File: src/hw/rtl/sparse_weighted_feature_aggregate_core_macros.svh
// Assertion macros shared by the aggregation core RTL.
`ifndef SPARSE_WEIGHTED_FEATURE_AGGREGATE_CORE_MACROS_SVH
`define SPARSE_WEIGHTED_FEATURE_AGGREGATE_CORE_MACROS_SVH

// Same-cycle implication, clocked on clk, off while rst_n is low.
`define SWFA_ASSERT_NOW(lbl, ante, cons, msg) \
    lbl: assert property (@(posedge clk) disable iff (!rst_n) (ante) |-> (cons)) \
        else $error(msg);

// Next-cycle implication, clocked on clk, off while rst_n is low.
`define SWFA_ASSERT_NEXT(lbl, ante, cons, msg) \
    lbl: assert property (@(posedge clk) disable iff (!rst_n) (ante) |=> (cons)) \
        else $error(msg);

`endif

File: src/hw/rtl/swfa_ram.sv
// Generic single-write, single-read RAM with registered read data.
module swfa_ram #(
    parameter int unsigned WIDTH = 32,
    parameter int unsigned DEPTH = 16,
    localparam int unsigned AW = (DEPTH > 1) ? $clog2(DEPTH) : 1
) (
    input  logic             clk,
    input  logic             we,
    input  logic [AW-1:0]    waddr,
    input  logic [WIDTH-1:0] wdata,
    input  logic             re,
    input  logic [AW-1:0]    raddr,
    output logic [WIDTH-1:0] rdata
);

    logic [WIDTH-1:0] mem [DEPTH];
    logic [WIDTH-1:0] rdata_reg;

    // Write port
    always_ff @(posedge clk)
    begin
        if (we)
        begin
            mem[waddr] <= wdata;
        end
    end

    // Registered read port
    always_ff @(posedge clk)
    begin
        if (re)
        begin
            rdata_reg <= mem[raddr];
        end
    end

    assign rdata = rdata_reg;

endmodule

File: config.mk
export PLATFORM = sky130hd
export DESIGN_NAME = swfa_ram
export DESIGN_NICKNAME = d
export VERILOG_FILES = /design/src/hw/rtl/sparse_weighted_feature_aggregate_core_macros.svh /design/src/hw/rtl/swfa_ram.sv
export SDC_FILE = /design/constraint.sdc
export NUM_CORES = 1
export LEC_CHECK = 0
export ABC_AREA = 0
export BUFFER_PORTS_ARGS = -buffer_cell sky130_fd_sc_hd__buf_4
export CAP_MARGIN = 15
export CORE_MARGIN = 3
export CORE_UTILIZATION = 61
export CTS_CLUSTER_DIAMETER = 50
export CTS_CLUSTER_SIZE = 25
export DETAILED_ROUTE_END_ITERATION = 8
export MAX_ROUTING_LAYER = met4
export PLACE_DENSITY = 0.78
export SYNTH_ARGS = -nofsm -noshare
export SYNTH_HDL_FRONTEND = slang
export SYNTH_SLANG_ARGS = --single-unit
File: constraint.sdc
create_clock -name clk -period 5 [get_ports clk]
set_input_delay 0.75 -clock clk [delete_from_list [all_inputs] [get_ports clk]]
set_output_delay 0.75 -clock clk [all_outputs]
set_load 0.02 [all_outputs]
* Word level (Yosys, flattened, before mapping)
Memories as Yosys holds them, arrays and structs flattened. A register that Yosys moved wholly into a read port is not among the register bits. Cells that the tools add are included.
Storage, ports and cells: bits in registers 0, bits in latches 0, bits in writable memories 512, ROM bits 0, input bits 43, output and inout bits 32, logic and storage cells 3, memories kept 1
Memories:
- mem | words 16, width 32, read ports 1, clocked after memory_dff 1, write ports 1, line swfa_ram.sv:16 | logic [WIDTH-1:0] mem [DEPTH];
Cells by class: add/sub/neg operators 0, multipliers 0, divide/modulo/power cells 0, order comparisons 0, equal/unequal tests 0, shifts and indexed selects 0, mux-type cells 2, bitwise operators 0, reduce and logical (&&, ||, !) cells 0
Operator list (number):
- 1-bit two-way mux | 2

* Longest topological paths before layout
depth after elaboration 2, gate-level depth with buffers 5, mapped depth without buffers 3

* Worst setup path before layout
Ideal clock, no wire load.
path kind input to register, from input waddr[2], to memory mem[0][0], enable pin, library setup time 0.461 ns, arrival 3.468 ns, data required time 4.539 ns, setup slack 1.070 ns, cell stages on the path 2, path buffers 0, cell sequence or3b_2 nor3_1
RTL lines:
- start: declaration | line swfa_ram.sv:9 | input logic [AW-1:0] waddr,
- end: declaration | line swfa_ram.sv:16
Straight into the memory's write port.

==> results.ini <==
[floorplan]
die_h_um = 188
io_pins = 75
fp.dieW_um = 188
die_area_sq_mm = 0.0353
start_util_pct = 63.0
num_rows = 65
core-area_sq_mm = 0.0320

[final_layout]
multi_input_area_sq_mm = 0.00375
n_fill_cell = 1837
ff_latch_area_sq_mm = 0.0163
final_cells = 1395
antennaDiodeCount = 0
area_growth_pct = 12.3
nets = 975
drive_gt1_share_pct = 32.5
final_cell_area_sq_mm = 0.0227
largest_reg_flops = 512

[sta]
worst-slew-pin-transition_ps = 1220
rsz0062_at_grt = false
setup_ws_ps = 2550
fin_skew_ps = 17.0
slew_viol_final = 0
setup_viol = 0
hold_viol = 0
setup_tns_ps = 0
relSlewSlack_pct = 18.3
min_period_ps = 2450
fin_crit_sh_pct = 49.1
max_freq_ghz = 0.408

[clock_tree]
clkLatencyLatePin_ps = 550
tritoncts = yes
h-tree-depth = 2
hold_buffers = 0
clockBufferDepth = 3
post_cts_buffers = 0
cts.reportedPaths.clkPinSlew_ps = 90
numCtsBuffers = 37
clkSinkCount = 544
cts_root_buf = clkbuf_16
cts_resized = 0

[worst_setup_path]
cp-start-kind = input pin
end_kind = register
cp.required_ps = 5310
path_max_fanout = 75
cp.arrival_ps = 2760
critical_path_class = input pin to register

[yosys]
netlist_top_cells_count = edfxtp_1 (544), mux4_2 (128), a22oi_1 (64)
synth-main-ff-cell = edfxtp_1
synth.most_common_cell = edfxtp_1
synth_top_area_share_pct = 81.0
avgSynthCellArea_sq_um = 24.1
yosysSeqAreaShare_pct = 81.0
ys_types = 17
async_reset_ff_share_pct = 0
syn_nets = 881
synth.area.top_cells = edfxtp_1 (81%), mux4_2 (14%), a22oi_1 (2.4%)
synth-edff-count = 544
synthCells = 838
syn-cell-area_sq_mm = 0.0202
synth-seq-cells = 544
yosys.area.top_type = edfxtp_1
yosysWarnings = 0

[drt]
initialDrtViolationCount = 1130
avgRoutedWirePerCell_um = 29.1
wl_um = 40600
vias = 9144
postRouteAntennaNets = 0
dr.pass1.iters = 8
drt-vias-per-instance = 6.55
route.detailed.drc = 0

[grt]
grt_first_pass_wirelength_um = 61700
grt_max_degree = 76
grt_pass1_vias = 9501
grt_overflow = 0
antenna_found_initial = 0
grt.total_usage_pct = 24.6

[power]
swShare_pct = 21.7
leakage_nw = 7.18
p_clk_share_pct = 36.0
p_int_mw = 6.89
switchingPower_mw = 1.91
pwr-share-comb_pct = 5.4
irDropWorstVdd_v = 0.000217
powerDensity_mw_per_mm2 = 388
p_seq_share_pct = 58.6
power_mw = 8.80

[min_path]
hold_path.class = input pin to register

[flow_run]
maxCapViolations = 0

[placement]
place_ws_ps = 1920
hpwlAfterDp_um = 20700
gp_congestion = 0.733
placed_area_sq_mm = 0.0214
portBuffers = 74
dpl.cell_count = 1328

[outcome]
status = finished clean

routing by layer:
metal | vias up | wire (um) | global-route usage, % | part of all wire, %
li1 | 3775 | - | - | -
met1 | 4791 | 16200 | 36.4 | 40
met2 | 498 | 19700 | 36.6 | 48
met3 | 80 | 3780 | 4.39 | 9.3
met4 | 0 | 936 | 6.49 | 2.3
met5 | - | 0 | - | 0
critical path, stage by stage:
cell and delay (ps):
clkbuf_8 650, buf_4 410, mux4_2 540, a22oi_1 230
nand2_1 80
power by group through the flow:
stage          registers [mW]  logic (mW)  clock network [mW]
2_1_floorplan            5.28       0.245                   0
3_3_place_gp             5.26       0.466                   0
3_5_place_dp             5.26       0.477                   0
4_1_cts                  5.16       0.479                3.21
5_1_grt                  5.17       0.511                3.39
6_report                 5.16       0.474                3.17
cell usage in the layout (no fill, tap or decap), drive strengths merged:
master | synthesis | routed
nor2 | 13 | 13
nor3 | 4 | 4
nand2 | 33 | 33
bufinv | 0 | 1
or3b | 1 | 1
clkinvlp | 0 | 3
clkbuf | 17 | 41
buf | 26 | 97
nand2b | 2 | 2
and2 | 1 | 1
nand3b | 2 | 2
clkinv | 0 | 12
edfxtp | 544 | 544
inv | 0 | 11
mux4 | 128 | 128
nor2b | 2 | 2
a22oi | 64 | 64
nand3 | 1 | 1
path summary, 6_finish.rpt:
| kind | startpoint | end | slack, ps | depth (start not counted) |
|---|---|---|---|---|
| setup reg to reg | mem[3][27] | rdata[27] | 3480 | 3 |
| hold / removal | wdata[8] | mem[15][8] | 500 | 1 |
| setup / recovery | raddr[0] | rdata[3] | 2550 | 5 |
| hold reg to reg | mem[12][17] | rdata[17] | 750 | 3 |
through the flow:
stage	util [%]	hold WS [ps]
after CTS	70.7	482
after global routing	70.7	488
after detailed placement	66.7	736
after floorplan	-	710
after global placement	66.7	720
final	70.7	495
logic make-up (layout without fill, tap and decap cells):
family / Yosys count / in the layout / share of synthesized area (%)
multiplexers: 128 / 128 / 14.3
flip-flops: 544 / 544 / 81.0
AO/OA/AOI/OAI: 64 / 64 / 2.38
AND/OR/NAND/NOR: 59 / 59 / 1.25
buffers and inverters: 43 / 165 / 1.10
final cells by class:
| cell class | instances | share of cell area [%] |
|---|---|---|
| clock buffers | 40 | 4.32 |
| clock inverters | 27 | 1.32 |
| multi-input cells | 251 | 16.5 |
| flip-flops and latches | 544 | 72.1 |
| well taps | 435 | 2.40 |
| repair buffers | 98 | 3.33 |
Note: power is estimated with default switching activity, not from simulation.
