## src/hw/rtl/sparse_weighted_feature_aggregate_core_macros.svh

```systemverilog
// Assertion macros shared by the aggregation core RTL.
`ifndef SPARSE_WEIGHTED_FEATURE_AGGREGATE_CORE_MACROS_SVH
`define SPARSE_WEIGHTED_FEATURE_AGGREGATE_CORE_MACROS_SVH

// Same-cycle implication, clocked on clk, off while rst_n is low.
`define SWFA_ASSERT_NOW(lbl, ante, cons, msg) \
    lbl: assert property (@(posedge clk) disable iff (!rst_n) (ante) |-> (cons)) \
        else $error(msg);

// Next-cycle implication, clocked on clk, off while rst_n is low.
`define SWFA_ASSERT_NEXT(lbl, ante, cons, msg) \
    lbl: assert property (@(posedge clk) disable iff (!rst_n) (ante) |=> (cons)) \
        else $error(msg);

`endif

```

## src/hw/rtl/swfa_pkg.sv

```systemverilog
// Shared types and constants for the sparse weighted feature aggregation core.
package swfa_pkg;

    // Field widths
    localparam int unsigned DATA_W   = 32;
    localparam int unsigned PROD_W   = 2 * DATA_W;
    localparam int unsigned FRAC_W   = 24;
    localparam int unsigned VERTEX_W = 10;
    localparam int unsigned GROUP_W  = 4;

    // Feature lanes carried by one word on the ports
    localparam int unsigned FEAT_FIELDS = 4;

    // Default sizing
    localparam int unsigned DEF_NUM_VERTICES = 1024;
    localparam int unsigned DEF_NUM_GROUPS   = 16;
    localparam int unsigned DEF_LANES        = 4;

    // Action codes
    localparam logic ACT_LOAD  = 1'b0;
    localparam logic ACT_ACCUM = 1'b1;

    // Control from the sequencer to every lane
    typedef struct packed {
        logic mul_en;   // capture coef * feat
        logic accum;    // 1: add rounded product, 0: load feature
    } lane_ctl_t;

endpackage

```

## src/hw/rtl/swfa_lane.sv

```systemverilog
// One accumulator lane: registered multiply, Q8.24 rounding, saturating add.
module swfa_lane (
    input  logic                                clk,
    input  swfa_pkg::lane_ctl_t                 ctl,
    input  logic signed [swfa_pkg::DATA_W-1:0]  coef,
    input  logic signed [swfa_pkg::DATA_W-1:0]  feat,
    input  logic signed [swfa_pkg::DATA_W-1:0]  old_val,
    output logic signed [swfa_pkg::DATA_W-1:0]  new_val
);
    import swfa_pkg::*;

    localparam int unsigned RND_W = PROD_W - FRAC_W;
    localparam int unsigned SUM_W = RND_W + 1;

    logic signed [PROD_W-1:0] prod_reg;
    logic signed [PROD_W-1:0] prod_next;
    logic signed [PROD_W-1:0] biased;
    logic signed [RND_W-1:0]  rnd;
    logic signed [SUM_W-1:0]  sum;
    logic signed [DATA_W-1:0] sat;
    logic                     ovf;

    // Exact Q16.48 product
    assign prod_next = coef * feat;

    always_ff @(posedge clk)
    begin
        if (ctl.mul_en)
        begin
            prod_reg <= prod_next;
        end
    end

    // Round half up to Q8.24: add half an LSB, floor by arithmetic shift
    assign biased = prod_reg + (PROD_W'(1) <<< (FRAC_W - 1));
    assign rnd    = biased[PROD_W-1:FRAC_W];

    // Full-width add, then clamp to 32 bits
    assign sum = SUM_W'(old_val) + SUM_W'(rnd);
    assign ovf = (sum[SUM_W-1:DATA_W-1] != {(SUM_W-DATA_W+1){1'b0}}) &&
                 (sum[SUM_W-1:DATA_W-1] != {(SUM_W-DATA_W+1){1'b1}});

    always_comb
    begin
        if (!ovf)
        begin
            sat = sum[DATA_W-1:0];
        end
        else if (sum[SUM_W-1])
        begin
            sat = {1'b1, {(DATA_W-1){1'b0}}};
        end
        else
        begin
            sat = {1'b0, {(DATA_W-1){1'b1}}};
        end
    end

    assign new_val = ctl.accum ? sat : feat;

endmodule

```

## config.mk

```make
export PLATFORM = sky130hd
export DESIGN_NAME = swfa_lane
export DESIGN_NICKNAME = d
export VERILOG_FILES = /design/src/hw/rtl/sparse_weighted_feature_aggregate_core_macros.svh /design/src/hw/rtl/swfa_pkg.sv /design/src/hw/rtl/swfa_lane.sv
export SDC_FILE = /design/constraint.sdc
export NUM_CORES = 2
export LEC_CHECK = 0
export ABC_CLOCK_PERIOD_IN_PS = 22700
export BUFFER_PORTS_ARGS = -buffer_cell sky130_fd_sc_hd__buf_2
export CORE_MARGIN = 4
export CORE_UTILIZATION = 31
export DETAILED_ROUTE_END_ITERATION = 6
export GPL_TIMING_DRIVEN = 0
export HOLD_SLACK_MARGIN = 0.12
export PLACE_DENSITY = 0.58
export SYNTH_ARGS = -nofsm -noshare
export SYNTH_HDL_FRONTEND = slang
export SYNTH_SLANG_ARGS = --single-unit
```

## constraint.sdc

```tcl
create_clock -name clk -period 22.7 [get_ports clk]
set_input_delay 2.27 -clock clk [delete_from_list [all_inputs] [get_ports clk]]
set_output_delay 2.27 -clock clk [all_outputs]
set_load 0.03 [all_outputs]
```

After elaboration in Yosys (flattened, before gate mapping)
Index checks and enable logic that the tools add are counted.
{"block": "totals", "ff_bits": 64, "latchBits": 0, "ram_bits": 0, "rom_bits": 0, "input_bits": 99, "output_inout_bits": 32, "memories": 0}
{"block": "classes", "addsub": 2, "multipliers": 1, "div": 0, "order_cmp": 0, "eq_ne": 1, "n_shift": 0, "mux": 3, "bitwise_logic": 0, "reduce_logical": 2}
{"op": "$mux 32", "count": 3}
{"op": "$add 64x25->64 const B", "count": 1}
{"op": "$mul 32x32->64", "count": 1}
{"op": "$add 32x40->41", "count": 1}
{"op": "$ne 10x10->1 const B", "count": 1}
{"op": "$reduce_bool 10->1", "count": 1}
{"op": "$logic_and 1x1->1", "count": 1}

Longest topological paths before layout
{"block": "logic_depth", "word_depth": 6, "mapped_depth": 27, "mapped_depth_nobuf": 26}

Worst setup path after synthesis
Ideal clock, no wire load.
{"block": "synth_path", "path_type": "in2reg", "from": "input port feat[2] in the netlist's numbering", "to": "register prod_reg[62] (data pin)", "arrival_ns": 9.529, "path_slack_ns": 12.913, "stages": 25, "n_path_buf": 1, "cell_sequence": "clkbuf_1 -> nand2_1 -> inv_1 -> fa_1 -> fa_1 -> fa_1 -> inv_1 -> fa_1 -> inv_1 -> fa_1 -> fa_1 -> inv_1 -> fa_1 -> inv_1 -> fa_1 -> ha_1 -> a21o_1 -> a21o_1 -> a21o_1 -> a21o_1 -> a21o_1 -> a21oi_1 -> nand3b_1 -> a21oi_1 -> xnor2_1"}
{"block": "synth_between", "elab_chain_cells": 1}
{"element": "start, declared", "line_no": "swfa_lane.sv:6", "rtl": "input logic signed [swfa_pkg::DATA_W-1:0] feat,"}
{"element": "$mul 32x32->64", "line_no": "swfa_lane.sv:24", "rtl": "assign prod_next = coef * feat;"}
{"element": "via prod_next[62]", "line_no": "swfa_lane.sv:16", "rtl": "logic signed [PROD_W-1:0] prod_next;"}
{"element": "end signal, assigned", "line_no": "swfa_lane.sv:30", "rtl": "prod_reg <= prod_next;"}
{"element": "end, declared", "line_no": "swfa_lane.sv:15", "rtl": "logic signed [PROD_W-1:0] prod_reg;"}
The timed path passes the listed nets, and every way through them passes these cells.
A chain may end at the register's enable or synchronous reset.

Final worst setup path
{"block": "layout_path", "from": "input port feat[8] in the netlist's numbering", "to": "register prod_reg[53] (data pin)"}
Same word-level chain as after synthesis.

==> results by group <==
Min path
  • WHS Endpoint: prod_reg[29]
  • Min-Delay Path Depth: 1
  • Hold WC Path Type: primary input to register
  • Hold Startpoint: ctl[1]

Finish
  • Final core occ: 0.335
  • Final #Nets: 6014
  • Fraction of layout cells with a size suffix above 1: 0.0468
  • Finished Layout Cells: 6385
  • Max FFs per register: 41
  • Area growth, synth to finish: 7.37%

CTS
  • Num CTS Buffers: 5
  • H-Tree Level Count: 2
  • Clock-pin slew on the worst setup and hold paths: 0.07 ns
  • Setup Fix Bufs, Post-CTS: 0
  • Resized cells post-CTS: 0
  • CTS tree: yes
  • CTS root buf: clkbuf_16
  • Max Root-Sink Buffers: 2
  • Hold_buf cts: 0
  • Clk sink count: 41

GRT
  • Initial antenna violation count: 28
  • Vias in the first global route: 34.6k
  • GRT Total Usage: 0.233
  • First-pass GRT wire length: 233000 um
  • GRT overflow: 0
  • Pin count of the biggest net entering global routing: 42

Timing
  • Period utilisation layout: 0.528
  • Final worst setup slack: 10.71 ns
  • Worst-Margin Slew: 1.38 ns
  • RSZ-0062 raised after global routing: no
  • Final TNS setup: 0 ns
  • Final Slew Violations: 0
  • Max transition margin: 0.0770
  • Fmax: 0.0834 GHz
  • Final hold viol count: 0
  • Post-layout min period: 11.99 ns
  • Setup Viol. Count Final: 0

Floorplan
  • Initial Util: 0.312
  • Core footprint: 132000 um2
  • Die X: 372 um
  • Die H: 372 um
  • I/O pin cnt: 131
  • FP Rows: 133
  • Die area: 139000 um2

Yosys
  • Post-Syn Area: 41200 um2
  • Yosys warns: 0
  • Post-synth top area cell: fa_1
  • Syn_nets: 5878
  • Syn avg cell area: 9.20 um2
  • Post-synth top flop: edfxtp_1
  • Sequential fraction of the synthesis area: 0.0299
  • Post-synth top area share: 0.526
  • Synth area leaders: fa_1 53%, inv_1 8.8%, and2_1 8.0%
  • Cell variety after synth: 77
  • Post-synth EDFFs: 41
  • Syn Inst Count: 4476
  • Synth async-reset ratio: 0
  • Synth Register Bits: 41

Setup path
  • Critical path capture point type: register
  • CP Max Fanout: 10
  • Kind of critical path: primary input to register
  • Critical Path RT: 22.75 ns
  • Crit path DAT: 12.04 ns
  • Crit path launch type: primary input

Route
  • Number of vias per cell: 5.13
  • Post-route DRC violation count: 0
  • Routed Antenna Nets: 0
  • DRT iter0 DRCs: 3152
  • Drt total wl: 160000 um
  • TritonRoute pass-1 iters: 5
  • Vias post-DR: 32.7k
  • DR WL/cell: 25.1 um

Placed design
  • DP Wirelength: 135000 um
  • # port buffers: 129
  • Placed cell count: 6360
  • GP Congestion: 0.999
  • Setup slack at placement: 10.67 ns

Status
  • Status: finished clean

Run
  • Max-cap violations: 0
kinds of logic (layout without fill, tap and decap cells):
kind of cell / after synthesis / after routing / share of synthesized area
fa+ha+maj: 1303 / 1303 / 0.593
simple gates: 1427 / 1427 / 0.174
xor+xnor: 123 / 123 / 0.0262
flops: 41 / 41 / 0.0299
mux: 2 / 2 / 0.000517
other cells: 0 / 17 / 0
buf+inv: 1213 / 1350 / 0.112
compound gates: 367 / 367 / 0.0639
layout make-up:
class / instances / area (um2)
Fill cell: 13900 / 87600
Antenna cell: 17 / 42.5
Sequential cell: 41 / 1230
Timing Repair Buffer: 129 / 646
Tap cell: 1755 / 2200
Clock buffer: 5 / 125
Multi-Input combinational cell: 3222 / 35300
Clock inverter: 3 / 25.0
Inverter: 969 / 3640
Buffer: 244 / 980
placed cells by master, fill, tap and decap left out, drive strengths merged, types with 17 or more instances in the layout:
master / n
fa: 1082
inv: 968
nand2: 598
and2: 524
ha: 221
clkbuf: 219
buf: 159
a21oi: 104
nor2: 96
xnor2: 77
o21ai: 60
nand3: 54
xor2: 46
edfxtp: 41
a31oi: 31
a21o: 27
nand4: 27
nor3: 26
o41ai: 24
nand2b: 20
and3: 20
diode: 17
nor2b: 17
layer usage:
layer / part of all wire / routed length [um] / global-route usage / vias to the layer above
met3: 0.099 / 15900 / 0.0541 / 399
li1: - / - / - / 13600
met4: 0.061 / 9810 / 0.111 / 10
met5: 0.00042 / 68 / 0 / -
met2: 0.44 / 71300 / 0.367 / 1729
met1: 0.39 / 63300 / 0.303 / 17000
worst max path at each step:
stage	from	end	cells after the start
2_1_floorplan	feat[2]	prod_reg[62]	25
3_3_place_gp	feat[8]	prod_reg[53]	23
3_5_place_dp	feat[8]	prod_reg[53]	23
4_1_cts	feat[8]	prod_reg[53]	23
5_1_grt	feat[8]	prod_reg[53]	23
6_report	feat[8]	prod_reg[53]	23
critical path: stages:
cell and delay, ns:
buf_2 0.35, clkbuf_1 0.92, nand2_1 0.34, fa_1 0.72, fa_1 1.01, fa_1 0.53
inv_1 0.09, fa_1 0.44, fa_1 0.58, fa_1 0.43, fa_1 0.60, fa_1 0.46
ha_1 0.29, clkbuf_1 0.20, a21oi_1 0.18, o21ai_1 0.14, a211oi_1 0.34, nor2_1 0.20
nor4_1 0.99, o31ai_1 0.31, a211oi_1 0.36, o31ai_1 0.13, xor2_1 0.16
metrics by stage:
step / hold WS, ns / area, um2
finish: 2.70 / 44200
global route: 2.74 / 44200
CTS: 2.71 / 44200
detailed placement: 3.02 / 44000
global placement: 3.00 / 44000
floorplan: 2.38 / 41200
Yosys cell counts (all sizes together), types with 3 or more instances:
cell type  number
a2111oi         4
a211o           4
a211oi         14
a21boi          8
a21o           27
a21oi         104
a221oi         11
a31oi          31
a32oi           4
a41oi           3
and2          524
and3           20
and4            7
buf            30
clkbuf        214
edfxtp         41
fa           1082
ha            221
inv           967
nand2         598
nand2b         20
nand3          54
nand4          27
nand4b          4
nor2           96
nor2b          17
nor3           26
nor4            6
nor4b          10
o2111ai         5
o211ai         14
o21a           14
o21ai          60
o21bai         13
o221ai          4
o311ai          3
o31a            3
o31ai           5
o41ai          24
or2             7
or3             8
xnor2          77
xor2           46
Power is left out: the tool's default activity adds up to more than one toggle a clock period on the data nets, which glitch-free logic cannot reach.
